--- config.mk ---
export PLATFORM = sky130hd
export DESIGN_NAME = bmp24_to_palette216_stream
export DESIGN_NICKNAME = d
export VERILOG_FILES = /design/src/rtl/bmp2pal_pkg.sv /design/src/rtl/bmp24_to_palette216_stream.sv
export SDC_FILE = /design/constraint.sdc
export NUM_CORES = 2
export LEC_CHECK = 0
export BUFFER_PORTS_ARGS = -buffer_cell sky130_fd_sc_hd__buf_4
export CORE_UTILIZATION = 64
export CTS_CLUSTER_SIZE = 24
export DETAILED_ROUTE_END_ITERATION = 16
export PLACE_DENSITY = 0.81
export RECOVER_POWER = 100
export SYNTH_ARGS = -nofsm -noshare
export SYNTH_HDL_FRONTEND = slang
export SYNTH_SLANG_ARGS = --single-unit
--- constraint.sdc ---
create_clock -name clk_i -period 6.9 [get_ports clk_i]
set_input_delay 0 -clock clk_i [delete_from_list [all_inputs] [get_ports clk_i]]
set_output_delay 0 -clock clk_i [all_outputs]
set_load 0.03 [all_outputs]
--- src/rtl/bmp2pal_pkg.sv ---
// Shared types, constants and helper functions for the BMP to palette stream decoder.
package bmp2pal_pkg;

  // Default image limits
  localparam int unsigned MaxWidthDef  = 4096;
  localparam int unsigned MaxHeightDef = 4096;

  // Header layout (byte positions in the file)
  localparam logic [31:0] HdrBytes  = 32'd54;
  localparam logic [31:0] SigEnd    = 32'd2;
  localparam logic [31:0] SigLast   = 32'd13;
  localparam logic [31:0] OffFirst  = 32'd10;
  localparam logic [31:0] OffEnd    = 32'd14;
  localparam logic [31:0] WidFirst  = 32'd18;
  localparam logic [31:0] WidEnd    = 32'd22;
  localparam logic [31:0] HgtFirst  = 32'd22;
  localparam logic [31:0] HgtEnd    = 32'd26;
  localparam logic [31:0] BppFirst  = 32'd28;
  localparam logic [31:0] BppEnd    = 32'd30;

  localparam logic [15:0] SigBm     = 16'h4D42;
  localparam logic [15:0] Bpp24     = 16'd24;

  // Result kinds
  typedef enum logic [1:0] {
    KIND_HEADER = 2'd0,
    KIND_PIXEL  = 2'd1,
    KIND_ERROR  = 2'd2
  } kind_e;

  // Error codes
  typedef enum logic [2:0] {
    ERR_SIGNATURE = 3'd0,
    ERR_DEPTH     = 3'd1,
    ERR_SIZE      = 3'd2,
    ERR_OFFSET    = 3'd3,
    ERR_TRUNCATED = 3'd4
  } err_e;

  // Parser phase, one-hot
  typedef enum logic [3:0] {
    PH_HEADER = 4'b0001,
    PH_SKIP   = 4'b0010,
    PH_PIXELS = 4'b0100,
    PH_DONE   = 4'b1000
  } phase_e;

  // One color channel divided by 43 (0..5)
  function automatic logic [2:0] div43(input logic [7:0] b);
    logic [2:0] q;
    q = 3'd0;
    if (b >= 8'd43)  q = 3'd1;
    if (b >= 8'd86)  q = 3'd2;
    if (b >= 8'd129) q = 3'd3;
    if (b >= 8'd172) q = 3'd4;
    if (b >= 8'd215) q = 3'd5;
    return q;
  endfunction

  // 216-color cube index: 16 + r*36 + g*6 + b
  function automatic logic [7:0] cube_color(input logic [2:0] qr, input logic [2:0] qg,
                                            input logic [2:0] qb);
    return 8'd16 + 8'(qr) * 8'd36 + 8'(qg) * 8'd6 + 8'(qb);
  endfunction

endpackage

--- src/rtl/bmp24_to_palette216_stream.sv ---
// Streaming 24-bit BMP parser that maps each pixel to a 216-color palette index.
// Timing: a result is registered and shown in the cycle after the byte that causes it.
// Throughput: one byte per cycle; input stalls only while a held result is not
//   taken by the sink (single output register, single state-update stage).
// Reset: parser returns to the header phase with all fields cleared; no result held.
module bmp24_to_palette216_stream #(
  parameter int unsigned MAX_WIDTH  = bmp2pal_pkg::MaxWidthDef,
  parameter int unsigned MAX_HEIGHT = bmp2pal_pkg::MaxHeightDef
) (
  input  logic        clk_i,
  input  logic        rst_ni,
  // Input byte stream
  input  logic        s_axis_tvalid_i,
  output logic        s_axis_tready_o,
  input  logic [7:0]  s_axis_tdata_i,   // [7:0] file_byte
  input  logic [1:0]  s_axis_tuser_i,   // [0] start_of_file, [1] end_of_file
  // Result stream
  output logic        m_axis_tvalid_o,
  input  logic        m_axis_tready_i,
  output logic [63:0] m_axis_tdata_o,   // [7:0] color, [31:8] pixel_index,
                                        // [44:32] image_width, [57:45] image_height,
                                        // [60:58] error_code, [63:61] zero
  output logic [1:0]  m_axis_tuser_o,   // [1:0] kind
  output logic        m_axis_tlast_o    // last
);
  import bmp2pal_pkg::*;

  localparam int unsigned WW = $clog2(MAX_WIDTH + 1);
  localparam int unsigned HW = $clog2(MAX_HEIGHT + 1);
  localparam int unsigned PW = (HW + WW > 24) ? HW + WW : 24;

  // Parser state
  phase_e        phase_q, phase_d;
  logic [31:0]   pos_q, pos_d;
  logic [15:0]   sig_q, sig_d;
  logic [31:0]   offset_q, offset_d;
  logic [31:0]   raw_w_q, raw_w_d;
  logic [31:0]   raw_h_q, raw_h_d;
  logic [15:0]   depth_q, depth_d;
  logic [WW-1:0] col_q, col_d;
  logic [HW-1:0] row_q, row_d;
  logic [1:0]    bip_q, bip_d;
  logic [2:0]    qb_q, qb_d;
  logic [2:0]    qg_q, qg_d;
  logic [1:0]    pad_q, pad_d;
  logic [23:0]   base_q, base_d;

  // Header-derived values, settled long before the last header byte
  logic [31:0]   habs_q;
  logic          size_bad_q;
  logic [PW-1:0] prod_q;
  logic [WW-1:0] wid;
  logic [HW-1:0] hgt;

  // Result of the current request
  logic          res_valid;
  kind_e         res_kind;
  logic [7:0]    res_color;
  logic [23:0]   res_index;
  logic [12:0]   res_w;
  logic [12:0]   res_h;
  err_e          res_err;
  logic          res_last;

  // Output register
  logic          out_valid_q;
  logic [63:0]   out_data_q;
  logic [1:0]    out_kind_q;
  logic          out_last_q;

  logic          s_acc;
  logic          sof;
  logic          eof;
  logic [7:0]    b;

  assign s_axis_tready_o = !out_valid_q || m_axis_tready_i;
  assign s_acc           = s_axis_tvalid_i && s_axis_tready_o;
  assign sof             = s_axis_tuser_i[0];
  assign eof             = s_axis_tuser_i[1];
  assign b               = s_axis_tdata_i;
  assign wid             = raw_w_q[WW-1:0];
  assign hgt             = habs_q[HW-1:0];

  // Size checks and first row base, from stored header fields
  always_ff @(posedge clk_i) begin
    habs_q     <= raw_h_q[31] ? (32'd0 - raw_h_q) : raw_h_q;
    size_bad_q <= raw_w_q[31] || (raw_w_q > 32'(MAX_WIDTH)) || (habs_q > 32'(MAX_HEIGHT));
    prod_q     <= PW'(HW'(hgt - HW'(1))) * PW'(wid);
  end

  // Parser next state and result
  always_comb begin
    logic [31:0]   p;
    logic [1:0]    lane;
    logic [WW-1:0] col_inc;
    logic [HW-1:0] row_inc;
    phase_e        cur;

    phase_d  = phase_q;  pos_d  = pos_q;  sig_d   = sig_q;   offset_d = offset_q;
    raw_w_d  = raw_w_q;  raw_h_d = raw_h_q; depth_d = depth_q;
    col_d    = col_q;    row_d  = row_q;  bip_d   = bip_q;   qb_d     = qb_q;
    qg_d     = qg_q;     pad_d  = pad_q;  base_d  = base_q;

    res_valid = 1'b0;     res_kind = KIND_HEADER; res_color = 8'd0; res_index = 24'd0;
    res_w     = 13'd0;    res_h    = 13'd0;       res_err   = ERR_SIGNATURE;
    res_last  = 1'b0;

    col_inc = col_q + WW'(1);
    row_inc = row_q + HW'(1);
    p       = sof ? 32'd0 : pos_q;
    lane    = p[1:0] - 2'd2;
    cur     = sof ? PH_HEADER : phase_q;

    if (s_acc) begin
      // New file: clear the parser
      if (sof) begin
        phase_d = PH_HEADER; pos_d = 32'd0; sig_d = 16'd0; offset_d = 32'd0;
        raw_w_d = 32'd0; raw_h_d = 32'd0; depth_d = 16'd0;
        col_d = '0; row_d = '0; bip_d = 2'd0; qb_d = 3'd0; qg_d = 3'd0;
        pad_d = 2'd0; base_d = 24'd0;
      end

      if (cur != PH_DONE) begin
        if (eof) begin
          // Early end of file
          phase_d   = PH_DONE;
          res_valid = 1'b1;
          res_kind  = KIND_ERROR;
          res_err   = ERR_TRUNCATED;
          res_last  = 1'b1;
        end else begin
          case (cur)
            PH_HEADER: begin
              // Field capture, little-endian
              if (p < SigEnd) begin
                sig_d[8*p[0] +: 8] = b;
              end else if (p inside {[OffFirst:OffEnd - 32'd1]}) begin
                offset_d[8*lane +: 8] = b;
              end else if (p inside {[WidFirst:WidEnd - 32'd1]}) begin
                raw_w_d[8*lane +: 8] = b;
              end else if (p inside {[HgtFirst:HgtEnd - 32'd1]}) begin
                raw_h_d[8*lane +: 8] = b;
              end else if (p inside {[BppFirst:BppEnd - 32'd1]}) begin
                depth_d[8*p[0] +: 8] = b;
              end
              pos_d = p + 32'd1;

              if (p == SigLast && sig_q != SigBm) begin
                phase_d   = PH_DONE;
                res_valid = 1'b1;
                res_kind  = KIND_ERROR;
                res_err   = ERR_SIGNATURE;
                res_last  = 1'b1;
              end else if (p == HdrBytes - 32'd1) begin
                // Header checks in order: depth, size, offset
                res_valid = 1'b1;
                if (depth_q != Bpp24) begin
                  phase_d  = PH_DONE;
                  res_kind = KIND_ERROR;
                  res_err  = ERR_DEPTH;
                  res_last = 1'b1;
                end else if (size_bad_q) begin
                  phase_d  = PH_DONE;
                  res_kind = KIND_ERROR;
                  res_err  = ERR_SIZE;
                  res_last = 1'b1;
                end else if (offset_q < HdrBytes) begin
                  phase_d  = PH_DONE;
                  res_kind = KIND_ERROR;
                  res_err  = ERR_OFFSET;
                  res_last = 1'b1;
                end else begin
                  res_kind = KIND_HEADER;
                  res_w    = raw_w_q[12:0];
                  res_h    = habs_q[12:0];
                  if (wid == '0 || hgt == '0) begin
                    // Empty image
                    phase_d  = PH_DONE;
                    res_last = 1'b1;
                  end else begin
                    row_d   = '0;
                    col_d   = '0;
                    bip_d   = 2'd0;
                    pad_d   = 2'd0;
                    base_d  = raw_h_q[31] ? 24'd0 : prod_q[23:0];
                    phase_d = (offset_q == HdrBytes) ? PH_PIXELS : PH_SKIP;
                  end
                end
              end
            end

            PH_SKIP: begin
              // Skip up to the pixel-data offset
              pos_d = pos_q + 32'd1;
              if (pos_d >= offset_q) begin
                phase_d = PH_PIXELS;
              end
            end

            PH_PIXELS: begin
              if (pad_q != 2'd0) begin
                pad_d = pad_q - 2'd1;
              end else if (bip_q == 2'd0) begin
                qb_d  = div43(b);
                bip_d = 2'd1;
              end else if (bip_q == 2'd1) begin
                qg_d  = div43(b);
                bip_d = 2'd2;
              end else begin
                // Red byte completes the pixel
                bip_d     = 2'd0;
                res_valid = 1'b1;
                res_kind  = KIND_PIXEL;
                res_color = cube_color(div43(b), qg_q, qb_q);
                res_index = base_q + 24'(col_q);
                if (col_inc == wid) begin
                  col_d = '0;
                  row_d = row_inc;
                  if (row_inc == hgt) begin
                    res_last = 1'b1;
                    phase_d  = PH_DONE;
                  end else begin
                    // Row padding to a 4-byte multiple equals width mod 4
                    pad_d  = raw_w_q[1:0];
                    base_d = raw_h_q[31] ? (base_q + 24'(wid)) : (base_q - 24'(wid));
                  end
                end else begin
                  col_d = col_inc;
                end
              end
            end

            default: begin
              phase_d = phase_q;
            end
          endcase
        end
      end
    end
  end

  // Parser registers
  always_ff @(posedge clk_i or negedge rst_ni) begin
    if (!rst_ni) begin
      phase_q <= PH_HEADER; pos_q <= 32'd0; sig_q <= 16'd0; offset_q <= 32'd0;
      raw_w_q <= 32'd0; raw_h_q <= 32'd0; depth_q <= 16'd0;
      col_q <= '0; row_q <= '0; bip_q <= 2'd0; qb_q <= 3'd0; qg_q <= 3'd0;
      pad_q <= 2'd0; base_q <= 24'd0;
    end else begin
      phase_q <= phase_d; pos_q <= pos_d; sig_q <= sig_d; offset_q <= offset_d;
      raw_w_q <= raw_w_d; raw_h_q <= raw_h_d; depth_q <= depth_d;
      col_q <= col_d; row_q <= row_d; bip_q <= bip_d; qb_q <= qb_d; qg_q <= qg_d;
      pad_q <= pad_d; base_q <= base_d;
    end
  end

  // Output valid
  always_ff @(posedge clk_i or negedge rst_ni) begin
    if (!rst_ni) begin
      out_valid_q <= 1'b0;
    end else if (s_acc) begin
      out_valid_q <= res_valid;
    end else if (m_axis_tready_i) begin
      out_valid_q <= 1'b0;
    end
  end

  // Output payload
  always_ff @(posedge clk_i) begin
    if (s_acc && res_valid) begin
      out_data_q <= {3'd0, res_err, res_h, res_w, res_index, res_color};
      out_kind_q <= res_kind;
      out_last_q <= res_last;
    end
  end

  assign m_axis_tvalid_o = out_valid_q;
  assign m_axis_tdata_o  = out_data_q;
  assign m_axis_tuser_o  = out_kind_q;
  assign m_axis_tlast_o  = out_last_q;

`ifndef SYNTHESIS
  // A finished file produces nothing until a new file starts
  assert property (@(posedge clk_i) disable iff (!rst_ni)
    (s_acc && phase_q == PH_DONE && !sof) |-> !res_valid)
    else $error("result produced after file end");

  // Errors always close the file
  assert property (@(posedge clk_i) disable iff (!rst_ni)
    (m_axis_tvalid_o && m_axis_tuser_o == KIND_ERROR) |-> m_axis_tlast_o)
    else $error("error result without last");

  // Pixel colors stay inside the color cube
  assert property (@(posedge clk_i) disable iff (!rst_ni)
    (m_axis_tvalid_o && m_axis_tuser_o == KIND_PIXEL) |->
      (m_axis_tdata_o[7:0] >= 8'd16 && m_axis_tdata_o[7:0] <= 8'd231))
    else $error("pixel color out of range");

  // A non-final header result moves the parser on to skip or pixel data
  assert property (@(posedge clk_i) disable iff (!rst_ni)
    (s_acc && res_valid && res_kind == KIND_HEADER && !res_last) |=>
      (phase_q == PH_SKIP || phase_q == PH_PIXELS))
    else $error("header accepted but parser did not advance");
`endif

endmodule
==> results by group <==
Clocking
  • Worst-case clock buffer depth: 3
  • Reg clk slew, reported paths: 0.07 ns
  • Root Driver: clkbuf_16
  • CTS tree: done
  • Clock Latency Late Sink: 0.60 ns
  • H-tree lvl count: 2
  • TritonCTS Sinks: 346
  • Num CTS Buffers: 39

Finish
  • Post-layout instance area: 0.0291 mm^2
  • Most common cell after layout, fill and taps aside: nand2_1
  • Most frequent cells in the layout: nand2_1, inv_1, o21ai_0
  • Filler cell count: 3,337
  • Post-Layout Cell Count: 3,699
  • Multi-input logic area: 0.0167 mm^2
  • Synthesis-to-layout area growth: 7.18%
  • Register Area: 0.00869 mm^2
  • Layout cell share with drive strength beyond 1: 4.78%
  • Final net count: 3,420

GRT
  • GRT Resource Usage Total: 39.6%
  • Vias in the first global route: 23.9k
  • Initial antenna violation count: 0
  • Grt ovf: 0
  • Largest net degree at the start of global routing: 130
  • First-pass GRT wire length: 134,000 um

STA
  • Fin Setup TNS: 0 ns
  • Final Setup Violations: 0
  • Hold Fails Final Rpt: 0
  • Unrepaired setup endpoints after global routing: false
  • Fin Hold WS: 0.0755 ns
  • Skew final: 0.0339 ns
  • Slew of the pin with the lowest slew margin: 5.62 ns
  • Final worst slack: 0.0209 ns
  • Fmax: 0.145 GHz
  • Slew Limit Fails: 276
  • Final Cycle Share: 99.7%
  • Rel. slew slack: -274%
  • Post-layout min period: 6.88 ns

Yosys
  • Top-area cell type share of the netlist area: 20.7%
  • Count of different cell masters after synthesis: 98
  • Synth area leaders: dfrtp_1, fa_1, edfxtp_1
  • Syn Inst Count: 3,139
  • Number of flops mapped to enable cells by yosys: 64
  • Share of synthesized registers carrying an async set or reset: 65.0%
  • Synth area leader: dfrtp_1
  • Number of synthesis warnings: 0
  • Post-synth top flop: dfrtp_1
  • Number of synthesized register bits: 346
  • Synthesized area: 0.0271 mm^2
  • Sequential share of the synthesized area: 32.0%
  • Mean post-synth cell area: 8.64 um^2

Power
  • Max VDD drop: 271 uV
  • LEAKAGE: 13.0 nW
  • P per Cell Area: 163 mW/mm^2
  • Power share of the combinational group: 9.3%
  • Switching share of power: 27.7%
  • Net Sw Power: 0.00132 W
  • Part of the power in registers: 45.7%
  • Internal power: 0.00343 W
  • Clk pwr share: 45.0%

Critical path
  • Critical Path Sink Type: register
  • WP data arrival: 7.31 ns
  • Worst R2R Path Depth: 23
  • CP Data Required Time: 7.33 ns
  • Crit path max fanout: 40
  • CP Launch Type: primary input
  • Critical path type: in -> reg

Drt
  • Vias: 25.1k
  • DRT Wirelength: 86,400 um
  • Drt pass-1 iters: 6
  • DRT antenna net count: 0
  • Starting DRT DRC Count: 3,190
  • Via/cell ratio: 6.79
  • Drt drc: 0
  • WL/cell: 23.4 um

Floorplanning
  • Die H: 208 um
  • Die ar.: 0.0432 mm^2
  • Die Width: 208 um
  • Core area: 0.0419 mm^2
  • I/O pin total: 83
  • Initial Util: 64.8%
  • Row cnt: 75

Placed design
  • Final HPWL DP: 62,000 um
  • RePlAce Congestion: 0.973
  • Port bufs: 79
  • Placed Area: 0.0280 mm^2
  • Inst Count DP: 3,614
  • Dpl ws: 0.293 ns

Job
  • Total of max-cap violations: 6

Outcome
  • Failing checks: max-capacitance violations, max-slew violations
  • Status: complete, but fails checks

Worst hold path
  • Hold Path Depth: 3
  • Worst hold path class: in -> reg
## kinds of logic (layout without fill, tap and decap cells)
family / Yosys count / after routing / synth area share (%)
and+or+nand+nor: 1106 / 1106 / 20.6
adders and majority gates: 278 / 278 / 16.3
buffers and inverters: 445 / 463 / 6.33
AOI/OAI and AO/OA: 772 / 772 / 18.5
other: 1 / 4 / 0.0138
xor gates and xnor gates: 179 / 179 / 5.81
muxes: 12 / 12 / 0.457
DFF: 346 / 346 / 32.0
## through the flow
stage	util, %	power [W]
global placement	66.9	0.00264
global route	69.5	0.00487
CTS	70.3	0.00476
finish	69.5	0.00475
floorplan	-	0.00247
detailed placement	66.9	0.00265
## worst paths after layout
check / end / start / slack, ns
min reg2reg: habs_q[0] / raw_h_q[0] / 0.48
max in group asynchronous: raw_h_q[25] / rst_ni / 1.70
max reg2reg: prod_q[20] / habs_q[0] / 0.33
min in group asynchronous: col_q[12] / rst_ni / 1.94
max: m_axis_tdata_o[47] / s_axis_tuser_i[0] / 0.02
min: base_q[8] / s_axis_tvalid_i / 0.08
## per-layer routing
layer	GRT usage (%)	routed length, um	vias to the layer above
met5	0	0	-
met4	17.8	3990	0
met3	8.32	10000	302
met2	58.3	37000	1674
met1	56.5	35400	12100
li1	-	-	11000
## critical path, cell delays in order
cell	delay, ns
dlygate4sd3_1	0.52
clkbuf_1	1.55
inv_1	0.61
clkbuf_1	1.10
a21o_1	0.70
nor2_2	0.81
nand2_1	0.56
nor2_1	1.07
and2_0	0.31
## power groups by stage
stage                     Clock, W  Combinational, W  Sequential, W
after CTS                  0.00214          0.000453        0.00217
after global routing       0.00222          0.000473        0.00218
after floorplan                  0          0.000234        0.00223
after detailed placement         0          0.000445        0.00221
after global placement           0          0.000436        0.00221
final                      0.00214          0.000444        0.00217
## cell type report
class / instances / share of cell area [%]
multi-input cells: 2350 / 57.5
flip-flops and latches: 346 / 29.9
clock buffers: 55 / 3.73
inverters: 259 / 3.34
repair buffers: 132 / 2.55
well taps: 539 / 2.32
clock inverters: 17 / 0.667
diodes: 1 / 0.00861
## state kept, by name (all words and copies together) (netlist names), 4 cells and up
| register | flops |
|---|---|
| sig_q | 16 |
| row_q | 13 |
| m_axis_tdata_o | 61 |
| offset_q | 32 |
| habs_q | 32 |
| raw_h_q | 32 |
| depth_q | 16 |
| base_q | 24 |
| col_q | 13 |
| raw_w_q | 32 |
| prod_q | 24 |
| pos_q | 32 |
| phase_q | 4 |
## timing repair
action	CTS	global route
hold buffers	12	0
gates resized for setup	0	5
endpoints found under the setup margin	0	5
setup buffers	0	0
hold endpoints to repair	221	0
## Yosys cell counts, types with 67 or more instances
library cell,number
xor2_1,67
nand2_1,359
fa_1,125
a21oi_1,137
o21ai_0,232
inv_1,257
clkbuf_1,142
and2_1,110
xnor2_1,111
nand3_1,78
dfrtp_1,224
nor2_1,183
ha_1,153
Note: power is estimated with default switching activity, not from simulation.
